--- config.mk ---
export PLATFORM = sky130hd
export DESIGN_NAME = bitmap_text_rasterizer_core_flat
export DESIGN_NICKNAME = d
export VERILOG_FILES = /design/src/rtl/core/btr_pkg.sv /design/src/rtl/core/btr_if.sv /design/src/rtl/core/btr_pixel_unit.sv /design/src/rtl/core/bitmap_text_rasterizer_core.sv /design/src/flat_wrapper.sv
export SDC_FILE = /design/constraint.sdc
export NUM_CORES = 1
export LEC_CHECK = 0
export BUFFER_PORTS_ARGS = -buffer_cell sky130_fd_sc_hd__clkbuf_2
export CORE_ASPECT_RATIO = 1.2
export CORE_UTILIZATION = 55
export CTS_CLUSTER_DIAMETER = 40
export CTS_CLUSTER_SIZE = 16
export DETAILED_ROUTE_END_ITERATION = 10
export PLACE_DENSITY = 0.83
export SLEW_MARGIN = 20
export SYNTH_ARGS = -nofsm -noshare
export SYNTH_HDL_FRONTEND = slang
export SYNTH_SLANG_ARGS = --single-unit
--- constraint.sdc ---
create_clock -name clk -period 7.7 [get_ports clk]
set_input_delay 0.77 -clock clk [delete_from_list [all_inputs] [get_ports clk]]
set_output_delay 0.77 -clock clk [all_outputs]
set_load 0.01 [all_outputs]
--- src/rtl/core/btr_pkg.sv ---
// Shared types, screen constants and the 4x6 font ROM for the bitmap text rasterizer.
// No dependencies; imported by btr_pixel_unit and bitmap_text_rasterizer_core.
package btr_pkg;

  // Screen geometry
  localparam int SCREEN_WIDTH  = 240;
  localparam int SCREEN_HEIGHT = 160;

  // Font and pen constants
  localparam int FIRST_CODE  = 32;
  localparam int GLYPH_COUNT = 96;
  localparam int GLYPH_BITS  = 24;
  localparam int PEN_ADVANCE = 5;
  localparam logic signed [15:0] PEN_MAX = 16'sd32767;
  localparam logic signed [15:0] PEN_SAT_LIMIT = 16'sd32762;

  localparam int GLYPH_IDX_W = $clog2(GLYPH_COUNT);
  localparam int BIT_IDX_W   = $clog2(GLYPH_BITS);

  // Result of one pixel evaluation
  typedef struct packed {
    logic        visible;
    logic [15:0] address;
  } btr_pix_t;

  // Glyphs for codes 32..127, row-major, MSB is row 0 column 0
  localparam logic [23:0] GLYPH_ROM [GLYPH_COUNT] = '{
    24'h000000, 24'h444040, 24'hAA0000, 24'h5F5F50,
    24'h6EC760, 24'h936490, 24'h4A4AD0, 24'h440000,
    24'h244420, 24'h422240, 24'h0A4A00, 24'h04E400,
    24'h000024, 24'h00E000, 24'h000040, 24'h124480,
    24'h69BD96, 24'h262227, 24'h69248F, 24'hE1611E,
    24'h99F111, 24'hF8E11E, 24'h68E996, 24'hF12444,
    24'h696996, 24'h699716, 24'h040400, 24'h040424,
    24'h124842, 24'h0E0E00, 24'h421248, 24'h692020,
    24'h6BDB87, 24'h699F99, 24'hE9E99E, 24'h698896,
    24'hE9999E, 24'hF8E88F, 24'hF8E888, 24'h698B96,
    24'h99F999, 24'hE4444E, 24'h711196, 24'h9ACA99,
    24'h88888F, 24'h9FF999, 24'h9DBB99, 24'h699996,
    24'hE99E88, 24'h699B95, 24'hE99EA9, 24'h69861E,
    24'hE44444, 24'h999996, 24'h999966, 24'h999FF9,
    24'h996999, 24'h996444, 24'hF1248F, 24'h644446,
    24'h844221, 24'h622226, 24'h690000, 24'h00000F,
    24'h420000, 24'h699F99, 24'hE9E99E, 24'h698896,
    24'hE9999E, 24'hF8E88F, 24'hF8E888, 24'h698B96,
    24'h99F999, 24'hE4444E, 24'h711196, 24'h9ACA99,
    24'h88888F, 24'h9FF999, 24'h9DBB99, 24'h699996,
    24'hE99E88, 24'h699B95, 24'hE99EA9, 24'h69861E,
    24'hE44444, 24'h999996, 24'h999966, 24'h999FF9,
    24'h996999, 24'h996444, 24'hF1248F, 24'h248442,
    24'h444444, 24'h421424, 24'h05A000, 24'h000000
  };

  // Fetch the glyph of a character byte; codes outside 32..127 are blank
  function automatic logic [23:0] glyph_lookup(input logic [7:0] code);
    logic [GLYPH_IDX_W-1:0] idx;
    idx = GLYPH_IDX_W'(code[6:0] - 7'(FIRST_CODE));
    if (!code[7] && (code[6:5] != 2'b00)) begin
      return GLYPH_ROM[idx];
    end
    return 24'h000000;
  endfunction

endpackage

--- src/rtl/core/btr_if.sv ---
// Valid/ready channel interfaces for character requests and pixel write requests.
// No dependencies.
interface btr_char_if;
  logic               valid;
  logic               ready;
  logic [7:0]         char_code;
  logic               string_start;
  logic signed [10:0] start_x;
  logic signed [10:0] row_y;
  logic [14:0]        pixel_color;

  modport source (output valid, char_code, string_start, start_x, row_y, pixel_color,
                  input ready);
  modport sink (input valid, char_code, string_start, start_x, row_y, pixel_color,
                output ready);
endinterface

interface btr_pixel_if;
  logic        valid;
  logic        ready;
  logic [15:0] pixel_address;
  logic [14:0] write_color;
  logic        last_write;

  modport source (output valid, pixel_address, write_color, last_write, input ready);
  modport sink (input valid, pixel_address, write_color, last_write, output ready);
endinterface

--- src/rtl/core/btr_pixel_unit.sv ---
// Shared pixel unit: clips one glyph pixel against the screen and forms its address.
// Depends on btr_pkg.
module btr_pixel_unit
  import btr_pkg::*;
(
  input  logic signed [15:0] draw_x,
  input  logic signed [10:0] top_y,
  input  logic [15:0]        row_addr,
  input  logic [1:0]         col,
  input  logic [2:0]         row,
  output btr_pix_t           pix
);

  logic signed [16:0] px;
  logic signed [11:0] py;
  logic               x_ok;
  logic               y_ok;

  // Place the pixel relative to pen and text line
  assign px = 17'(draw_x) + $signed({15'd0, col});
  assign py = 12'(top_y) + $signed({9'd0, row});

  // Clip against the screen
  assign x_ok = !px[16] && (px[15:0] < 16'(SCREEN_WIDTH));
  assign y_ok = !py[11] && (py[10:0] < 11'(SCREEN_HEIGHT));

  assign pix.visible = x_ok && y_ok;
  assign pix.address = row_addr + px[15:0];

endmodule

--- src/rtl/core/bitmap_text_rasterizer_core.sv ---
// Bitmap text rasterizer top level: 4x6 character generator emitting pixel write requests.
// Each character is accepted in the idle state, its 24 glyph bits are then stepped through
// the shared pixel unit, and a final flush state follows; a new character is accepted only
// after the flush, and steps stall while the output side stalls.
// Reset (rst, synchronous): pen column cleared to 0, sequencer idle, output empty.
// Depends on btr_pkg, btr_if and btr_pixel_unit.
module bitmap_text_rasterizer_core
  import btr_pkg::*;
(
  input  logic         clk,
  input  logic         rst,
  btr_char_if.sink     char_in,
  btr_pixel_if.source  pixel_out
);

  localparam logic [1:0] ST_IDLE  = 2'd0;
  localparam logic [1:0] ST_SCAN  = 2'd1;
  localparam logic [1:0] ST_FLUSH = 2'd2;
  localparam logic [15:0] WIDTH16 = 16'(SCREEN_WIDTH);

  logic [1:0]           state;
  logic signed [15:0]   pen_x;
  logic signed [15:0]   pen_x_next;
  logic signed [15:0]   draw_x;
  logic signed [15:0]   draw_x_next;
  logic signed [10:0]   top_y;
  logic [15:0]          row_addr;
  logic [14:0]          color;
  logic [23:0]          glyph;
  logic [BIT_IDX_W-1:0] bit_idx;

  // One pending write held back until it is known whether it is the last
  logic                 pend_valid;
  logic [15:0]          pend_address;

  // Output register
  logic                 out_valid;
  logic [15:0]          out_address;
  logic [14:0]          out_color;
  logic                 out_last;

  btr_pix_t             pix;
  logic                 accept;
  logic                 out_free;
  logic                 hit;
  logic                 step;

  btr_pixel_unit u_pixel (
    .draw_x   (draw_x),
    .top_y    (top_y),
    .row_addr (row_addr),
    .col      (bit_idx[1:0]),
    .row      (bit_idx[4:2]),
    .pix      (pix)
  );

  assign char_in.ready = (state == ST_IDLE);
  assign accept        = char_in.valid && char_in.ready;
  assign out_free      = !out_valid || pixel_out.ready;
  assign hit           = glyph[23] && pix.visible;
  // Stall a step only when a new hit must push out the pending write and the output is full
  assign step          = !(hit && pend_valid && !out_free);

  // Select the drawing column and saturate the advanced pen
  always_comb begin
    draw_x_next = char_in.string_start ? 16'(char_in.start_x) : pen_x;
    if (draw_x_next > PEN_SAT_LIMIT) begin
      pen_x_next = PEN_MAX;
    end else begin
      pen_x_next = draw_x_next + 16'sd5;
    end
  end

  // Sequencer and scan datapath
  always_ff @(posedge clk) begin
    if (rst) begin
      state      <= ST_IDLE;
      pen_x      <= '0;
      pend_valid <= 1'b0;
      bit_idx    <= '0;
    end else begin
      unique case (state)
        ST_IDLE: begin
          if (accept) begin
            pen_x    <= pen_x_next;
            draw_x   <= draw_x_next;
            top_y    <= char_in.row_y;
            row_addr <= 16'({{5{char_in.row_y[10]}}, char_in.row_y} * WIDTH16);
            color    <= char_in.pixel_color;
            glyph    <= glyph_lookup(char_in.char_code);
            bit_idx  <= '0;
            state    <= ST_SCAN;
          end
        end
        ST_SCAN: begin
          if (step) begin
            if (hit) begin
              pend_valid   <= 1'b1;
              pend_address <= pix.address;
            end
            glyph <= {glyph[22:0], 1'b0};
            if (bit_idx[1:0] == 2'd3) begin
              row_addr <= row_addr + WIDTH16;
            end
            if (bit_idx == BIT_IDX_W'(GLYPH_BITS - 1)) begin
              state <= ST_FLUSH;
            end else begin
              bit_idx <= bit_idx + 1'b1;
            end
          end
        end
        ST_FLUSH: begin
          if (!pend_valid) begin
            state <= ST_IDLE;
          end else if (out_free) begin
            pend_valid <= 1'b0;
            state      <= ST_IDLE;
          end
        end
        default: begin
          state <= ST_IDLE;
        end
      endcase
    end
  end

  // Load the output register from the pending write, or drain it
  always_ff @(posedge clk) begin
    if (rst) begin
      out_valid <= 1'b0;
    end else if ((state == ST_SCAN) && hit && pend_valid && out_free) begin
      out_valid   <= 1'b1;
      out_address <= pend_address;
      out_color   <= color;
      out_last    <= 1'b0;
    end else if ((state == ST_FLUSH) && pend_valid && out_free) begin
      out_valid   <= 1'b1;
      out_address <= pend_address;
      out_color   <= color;
      out_last    <= 1'b1;
    end else if (pixel_out.ready) begin
      out_valid <= 1'b0;
    end
  end

  assign pixel_out.valid         = out_valid;
  assign pixel_out.pixel_address = out_address;
  assign pixel_out.write_color   = out_color;
  assign pixel_out.last_write    = out_last;

endmodule
--- src/flat_wrapper.sv ---
// flat-port wrapper written by rule: the top's interface ports become plain ports
module bitmap_text_rasterizer_core_flat import btr_pkg::*;
  (clk, rst, char_in_valid, char_in_char_code, char_in_string_start, char_in_start_x, char_in_row_y, char_in_pixel_color, char_in_ready, pixel_out_valid, pixel_out_pixel_address, pixel_out_write_color, pixel_out_last_write, pixel_out_ready);
  btr_char_if char_in_i ();
  btr_pixel_if pixel_out_i ();
  input  logic clk;
  input  logic rst;
  input wire logic [$bits(char_in_i.valid)-1:0] char_in_valid;
  input wire logic [$bits(char_in_i.char_code)-1:0] char_in_char_code;
  input wire logic [$bits(char_in_i.string_start)-1:0] char_in_string_start;
  input wire logic [$bits(char_in_i.start_x)-1:0] char_in_start_x;
  input wire logic [$bits(char_in_i.row_y)-1:0] char_in_row_y;
  input wire logic [$bits(char_in_i.pixel_color)-1:0] char_in_pixel_color;
  output wire logic [$bits(char_in_i.ready)-1:0] char_in_ready;
  output wire logic [$bits(pixel_out_i.valid)-1:0] pixel_out_valid;
  output wire logic [$bits(pixel_out_i.pixel_address)-1:0] pixel_out_pixel_address;
  output wire logic [$bits(pixel_out_i.write_color)-1:0] pixel_out_write_color;
  output wire logic [$bits(pixel_out_i.last_write)-1:0] pixel_out_last_write;
  input wire logic [$bits(pixel_out_i.ready)-1:0] pixel_out_ready;
  assign char_in_i.valid = char_in_valid;
  assign char_in_i.char_code = char_in_char_code;
  assign char_in_i.string_start = char_in_string_start;
  assign char_in_i.start_x = char_in_start_x;
  assign char_in_i.row_y = char_in_row_y;
  assign char_in_i.pixel_color = char_in_pixel_color;
  assign char_in_ready = char_in_i.ready;
  assign pixel_out_valid = pixel_out_i.valid;
  assign pixel_out_pixel_address = pixel_out_i.pixel_address;
  assign pixel_out_write_color = pixel_out_i.write_color;
  assign pixel_out_last_write = pixel_out_i.last_write;
  assign pixel_out_i.ready = pixel_out_ready;
  bitmap_text_rasterizer_core u_core (.clk(clk), .rst(rst), .char_in(char_in_i), .pixel_out(pixel_out_i));
endmodule
==> impl_results.md, run 1 <==
* Reg2reg path depth at 14
* Root buf cell: clkbuf_16
* RSZ-0062 raised after global routing: false
* Crit path from: u_core.bit_idx[1]
* Num CTS Buffers at 17
* Hold Vio Cnt, Final at 0
* Hold_sp: u_core.color[1]
* Multi-input logic area at 0.00515 mm2
* Layout cells sized above 1 at 13.7%
* Clock skew at 0.00865 ns
* TritonRoute pass-1 iters at 6
* Fmax at 258 MHz
* Most frequent cell after synthesis: edfxtp_1
* DR iter-0 viols at 994
* Simple-gate share of the synthesized area at 14.8%
* Post-CTS setup buffers at 0
* Pwr Density at 227 mW/mm2
* Routed wire per std cell at 21.2 um
* Max_cap viols at 0
* Site Rows at 53
* Placed Cells at 1272
* H-tree levels at 4
* Largest family of logic cells by synthesized area: compound AO/OA/AOI/OAI gates
* RR Startpoint: u_core.bit_idx[1]
* Slew headroom at 44.7%
* Non-filler cells, final at 1304
* Ranking of synthesized cells by area: edfxtp_1 39%, ha_1 5.5%, dfxtp_1 5.1%
* Antenna violations before repair at 0
* CP Max Fanout at 5
* Ys flop type: edfxtp_1
* Worst VDD drop at 142 uV
* Die W at 124 um
* Synth-to-Final Area Change at 12.2%
* Fin area at 0.0110 mm2
* Synth Warn # at 0
* Status: finished, final reports clean
* Post-Synth XOR/XNOR Area at 5.38%
* Critical Path AT at 4.04 ns
* Final setup TNS at 0 ns
* Crit path required time at 7.85 ns
* Period minus WS final at 3.88 ns
* Slew at the pin with the worst max-slew slack at 0.830 ns
* Total power at 2.48 mW
* Mapped Nets at 1129
* Fin crit share at 50.4%
* I/O Buffers at 83
* Clock Path Buffers at 2
* Post-CTS sizing at 0
* Routability congestion estimate at 1.02
* Grt ovf at 0
* Synth top area share at 38.7%
* CTS tree: yes
* Worst Hold Depth at 0
* DRC viols at 0
* Final WL at 27700 um
* Num ports at 84
* CTS Sinks at 151
* Antenna diodes at 0
* Leak Pwr at 4.14 nW
* Mapped cell area at 0.00977 mm2
* Post-synthesis mux area share at 1.86%
* Pin count of the biggest net entering global routing at 88
* # hold bufs at CTS at 0
* First-pass GRT wire length at 42800 um
* Most instantiated cells after synthesis: 126 x edfxtp_1, 109 x nand2_1, 98 x o21ai_0
* Post-Synth Adder-Cell Area at 9.40%
* Filler cells at 1398
* Number of global-route vias before repair at 8144
* Max Slew Vio Count at 0
* Die area at 0.0183 mm2
* Register area share after synthesis at 43.8%
* Dpl cell area at 0.0103 mm2
* HPWL after detailed placement at 19700 um
* Post-synthesis register bit count at 151
* Worst setup SP type: flop
* Vias per cell at 6.50
* Clk slew on worst S/H paths at 0.07 ns
* HP Class: flop to flop
* Final Setup Violations at 0
* Total track usage at 30.9%
* Clock Latency Late Sink at 0.42 ns
* Seq. cell area at 0.00428 mm2
* Synth Area in Compound Gates at 21.1%
* Core Box Area at 0.0174 mm2
* Via count at 8475
* Critical path type: flop to flop
* Final ANT Viol Nets at 0
* Average size of a mapped cell at 9.61 um2
* Post-Syn Instances at 1017
* Area leader, netlist: edfxtp_1
* Initial Utilization at 56.0%
* Number of synthesized flops with an enable pin at 126
* CP Capture Type: flop
* Final #Nets at 1183
* Synth cell types at 75
* Async set-or-reset flop fraction in the synthesized netlist at 0%
* Die height at 148 um
## flip-flops by register name (all words and copies together), names as in the netlist
signal and count:
u_core.pixel_out.write_color 15, u_core.pixel_out.last_write 1, u_core.top_y 11, u_core.color 15, u_core.state 2, u_core.pixel_out.valid 1
u_core.pend_valid 1, u_core.glyph 24, u_core.pen_x 16, u_core.pend_address 16, u_core.pixel_out.pixel_address 16, u_core.draw_x 16
u_core.row_addr 12, u_core.bit_idx 5
## cell type report
cell class | count | share of cell area [%]
tap | 220 | 2.51
inverter | 36 | 1.23
clock inverter | 14 | 1.61
sequential | 151 | 39.1
clock buffer | 18 | 4.01
timing repair buffer | 94 | 4.54
multi-input combinational | 771 | 47.0
## critical path, cell delays in order (launching register included)
cell and delay (ns):
dfxtp_1 0.47, ha_1 0.30, a21oi_1 0.42, o21ai_0 0.21
and2_1 0.17, inv_1 0.11, ha_1 0.25, a21o_1 0.18
a21oi_1 0.29, o21ai_0 0.13, a31oi_1 0.33, nor2b_1 0.10
o21a_1 0.20, o41ai_1 0.33, xnor2_1 0.15
## power by group
part / internal, mW / total (mW) / switching [mW]
sequential: 0.969 / 1.01 / 0.0446
clock: 0.502 / 0.863 / 0.361
combinational: 0.233 / 0.608 / 0.374
total: 1.70 / 2.48 / 0.780
## metal layers
layer  track usage [%]  share of wire (%)  vias up
met3              5.13                7.8      116
met2              50.2                 49      489
met1              38.0                 38     3987
li1                  -                  -     3883
met5                 0                  0        -
met4              19.2                5.8        0
## worst paths after layout
check,slack (ns),to
setup / recovery,3.82,u_core.pend_address[15]
hold / removal,0.42,u_core.pixel_out.write_color[1]
setup reg to reg,3.82,u_core.pend_address[15]
hold reg to reg,0.42,u_core.pixel_out.write_color[1]
## through the flow
stage	hold slack (ns)	setup slack [ns]	utilization [%]
after global placement	0.400	3.65	59.3
after CTS	0.418	3.90	62.9
after floorplan	0.400	3.67	-
after detailed placement	0.405	3.69	59.3
after global routing	0.424	3.52	62.9
final	0.419	3.82	62.9
## layout by cell type, fill, tap and decap left out, types with 6 or more instances in the layout
cell	count
nor2b_1	8
a31oi_1	15
xor2_1	24
nand3_1	25
a221oi_1	9
a211oi_1	12
clkbuf_16	17
clkbuf_2	83
a21o_1	9
xnor2_1	36
o211ai_1	14
a311oi_1	6
a32o_1	6
o21bai_1	6
o21ai_0	98
nand2_1	109
fa_1	19
nand4_1	7
nor3_1	22
dfxtp_1	25
buf_4	11
o21a_1	7
mux2i_1	8
and2_1	10
ha_1	43
a22o_1	10
nor2_1	79
edfxtp_1	126
mux2_2	9
inv_1	33
a21oi_1	93
## logic make-up (layout without fill, tap and decap cells)
logic type,Yosys count,count (layout)
buf+inv,95,162
fa+ha+maj,62,62
simple gates,302,302
xor+xnor,60,60
compound gates,330,330
flops,151,151
mux,17,17
(Power assumes the default switching activity.)
==> run 2, diff against run 1 <==
--- a/config.mk
+++ b/config.mk
@@ -11,7 +11,7 @@
 export CTS_CLUSTER_DIAMETER = 40
 export CTS_CLUSTER_SIZE = 16
 export DETAILED_ROUTE_END_ITERATION = 10
-export PLACE_DENSITY = 0.83
+export PLACE_DENSITY = 0.86
 export SLEW_MARGIN = 20
 export SYNTH_ARGS = -nofsm -noshare
 export SYNTH_HDL_FRONTEND = slang
==> constraint.sdc (replaced) <==
create_clock -name clk -period 3.1 [get_ports clk]
set_input_delay 0.31 -clock clk [delete_from_list [all_inputs] [get_ports clk]]
set_output_delay 0.31 -clock clk [all_outputs]
set_load 0.01 [all_outputs]
==> run 2 against run 1 <==
Net effect: the run now ends with negative setup slack left; clock skew is 0.0088 ns higher; fmax rose by 0.89%; first-iteration DRC count rose by 74%; die area stayed put; utilization rose by 7.6 points; clock power increased by 140%; clock-buffer cell count stayed put; sequential share of layout area decreased by 4.2 points; flip-flop and latch count unchanged; power grew to 2.7 times the previous value; design area up 12%; highest routed layer is now met5.
==> impl_results.md, run 2 (synthesized netlist as in run 1, its figures left out) <==
* Status: finished with violations
* Failing checks: negative setup slack
* Worst Hold End: u_core.color[1]
* Non-filler cells, final at 1409
* Slew at the pin with the worst max-slew slack at 1.06 ns
* Slew headroom at 28.9%
* Top layer in use: met5
* I/O Buffers at 83
* TritonRoute pass-1 iters at 7
* Total track usage at 38.6%
* CTS Sinks at 151
* Synth-to-Final Area Change at 25.7%
* Antenna diodes at 0
* R2R setup slack at -0.75 ns
* Worst setup margin at -0.748 ns
* Routability congestion estimate at 0.996
* Filler cells at 1154
* Crit path required time at 3.28 ns
* Final ANT Viol Nets at 0
* Die area at 0.0183 mm2
* Final setup TNS at -36.14 ns
* Routed wire per std cell at 26.8 um
* Worst setup SP type: flop
* DRC viols at 0
* Core Box Area at 0.0174 mm2
* Period minus WS final at 3.85 ns
* Num CTS Buffers at 17
* Post-Route M1 WL at 12400 um
* Fin crit share at 124%
* First-pass GRT wire length at 52200 um
* HPWL after detailed placement at 21000 um
* Critical Path AT at 4.03 ns
* CP Max Fanout at 4
* Clock Latency Late Sink at 0.45 ns
* Crit-path slowest cell: edfxtp_1
* Worst Hold Depth at 1
* Place WS at -0.255 ns
* Clock Path Buffers at 2
* Final WL at 37700 um
* Final Setup Violations at 99
* Die W at 124 um
* Number of global-route vias before repair at 9344
* Worst flop-to-flop path endpoint: u_core.pend_address[15]
* Commonest non-fill, non-tap cell in the layout: edfxtp_1
* Clock skew at 0.0175 ns
* HP Class: primary input to flop
* Critical path type: flop to flop
* Fmax at 260 MHz
* Reg with most FFs: u_core.glyph
* Hold_sp: char_in_pixel_color[1]
* Reg2reg path depth at 15
* Num ports at 84
* Layout cells sized above 1 at 25.5%
* Hold Vio Cnt, Final at 0
* Pin count of the biggest net entering global routing at 87
* H-tree levels at 4
* Max_cap viols at 0
* Leak Pwr at 4.79 nW
* Pwr Density at 543 mW/mm2
* Placed Cells at 1342
* RSZ-0062 raised after global routing: true
* CTS tree: yes
* Root buf cell: clkbuf_16
* Antenna violations before repair at 1
* Met3 wire length at 4470 um
* Grt ovf at 0
* Site Rows at 53
* DR iter-0 viols at 1733
* Die height at 148 um
* Vias per cell at 7.01
* Via count at 9877
* Max Slew Vio Count at 0
* Critical-path cell list: ha_4 -> fa_2 -> buf_6 -> nand2_8 -> nor3_4 -> buf_6 -> xor2_4 -> ha_4 -> nor3_2 -> o21ai_2 -> a31oi_2 -> nor2b_1 -> o21a_2 -> o41ai_4 -> xnor2_1
* Final #Nets at 1288
* CP Capture Type: flop
* RR Startpoint: u_core.draw_x[0]
* Clk slew on worst S/H paths at 0.07 ns
* Worst VDD drop at 368 uV
* Max reg flops at 24
* Most frequent cells in the layout: 126 x edfxtp_1, 106 x nand2_1, 95 x o21ai_0, 95 x buf_4, 85 x a21oi_1
* Max incr delay on CP at 0.52 ns
* Initial Utilization at 56.0%
* Met2 WL at 17600 um
[run 2: cell count changes in the layout (fill, tap and decap cells not counted), moves of 6 or more]
cell,previous run,this run
buf_4,11,95
buf_12,0,9
a21oi_1,93,85
a21oi_2,0,7
buf_6,0,6
[run 2: how the worst max path moves through the flow]
stage / from / slack (ns) / cells after the start / to
after floorplan: u_core.draw_x[0] / -0.28 / 10 / u_core.pixel_out.last_write
after global placement: char_in_row_y[1] / -0.1 / 12 / u_core.row_addr[14]
after detailed placement: u_core.draw_x[1] / -0.26 / 12 / u_core.pend_address[15]
after CTS: u_core.draw_x[0] / -0.24 / 15 / u_core.pend_address[15]
after global routing: u_core.draw_x[0] / -0.71 / 15 / u_core.pend_address[15]
final: u_core.draw_x[0] / -0.75 / 15 / u_core.pend_address[15]
[run 2: timing repair]
action	CTS	global route
buffers inserted	20	11
endpoints found under the setup margin	73	98
gates cloned	3	3
gates resized for setup	21	40
hold buffers	0	0
pin swaps	5	25
[run 2: worst max-delay path: cells and delay by family, from the launching register on]
kind	cells	cell delay, ns
compound gates	4	0.95
fa+ha+maj	3	0.86
simple gates	4	0.65
flops	1	0.52
buf+inv	2	0.29
xor+xnor	2	0.29
[run 2: area by class of cell]
| class | count | area, um2 | share of cell area [%] |
|---|---|---|---|
| sequential | 151 | 4290 | 34.9 |
| timing repair buffer | 199 | 1530 | 12.5 |
| multi-input combinational | 771 | 5480 | 44.6 |
| inverter | 36 | 135 | 1.10 |
| clock buffer | 18 | 439 | 3.58 |
| tap | 220 | 275 | 2.24 |
| clock inverter | 14 | 129 | 1.05 |
[run 2: layer usage]
layer | GRT usage, % | vias up
met5 | 0 | -
met4 | 26.2 | 2
met3 | 11.1 | 284
met2 | 61.4 | 919
met1 | 44.5 | 4569
li1 | - | 4103
[run 2: power breakdown]
| part | total, mW | switching (mW) | internal (mW) |
|---|---|---|---|
| Clock | 2.07 | 0.987 | 1.08 |
| Combinational | 2.07 | 1.25 | 0.819 |
| Sequential | 2.53 | 0.127 | 2.41 |
[run 2: through the flow]
stage | power (mW) | utilization (%) | hold slack (ns) | instance area (um2)
after floorplan | 3.62 | - | 0.400 | 9870
final | 6.67 | 70.4 | 0.0364 | 12300
after global routing | 6.84 | 70.4 | 0.0294 | 12300
after global placement | 4.11 | 63.1 | 0.400 | 11000
after CTS | 6.28 | 68.3 | 0.0235 | 11900
after detailed placement | 4.18 | 63.1 | 0.405 | 11000
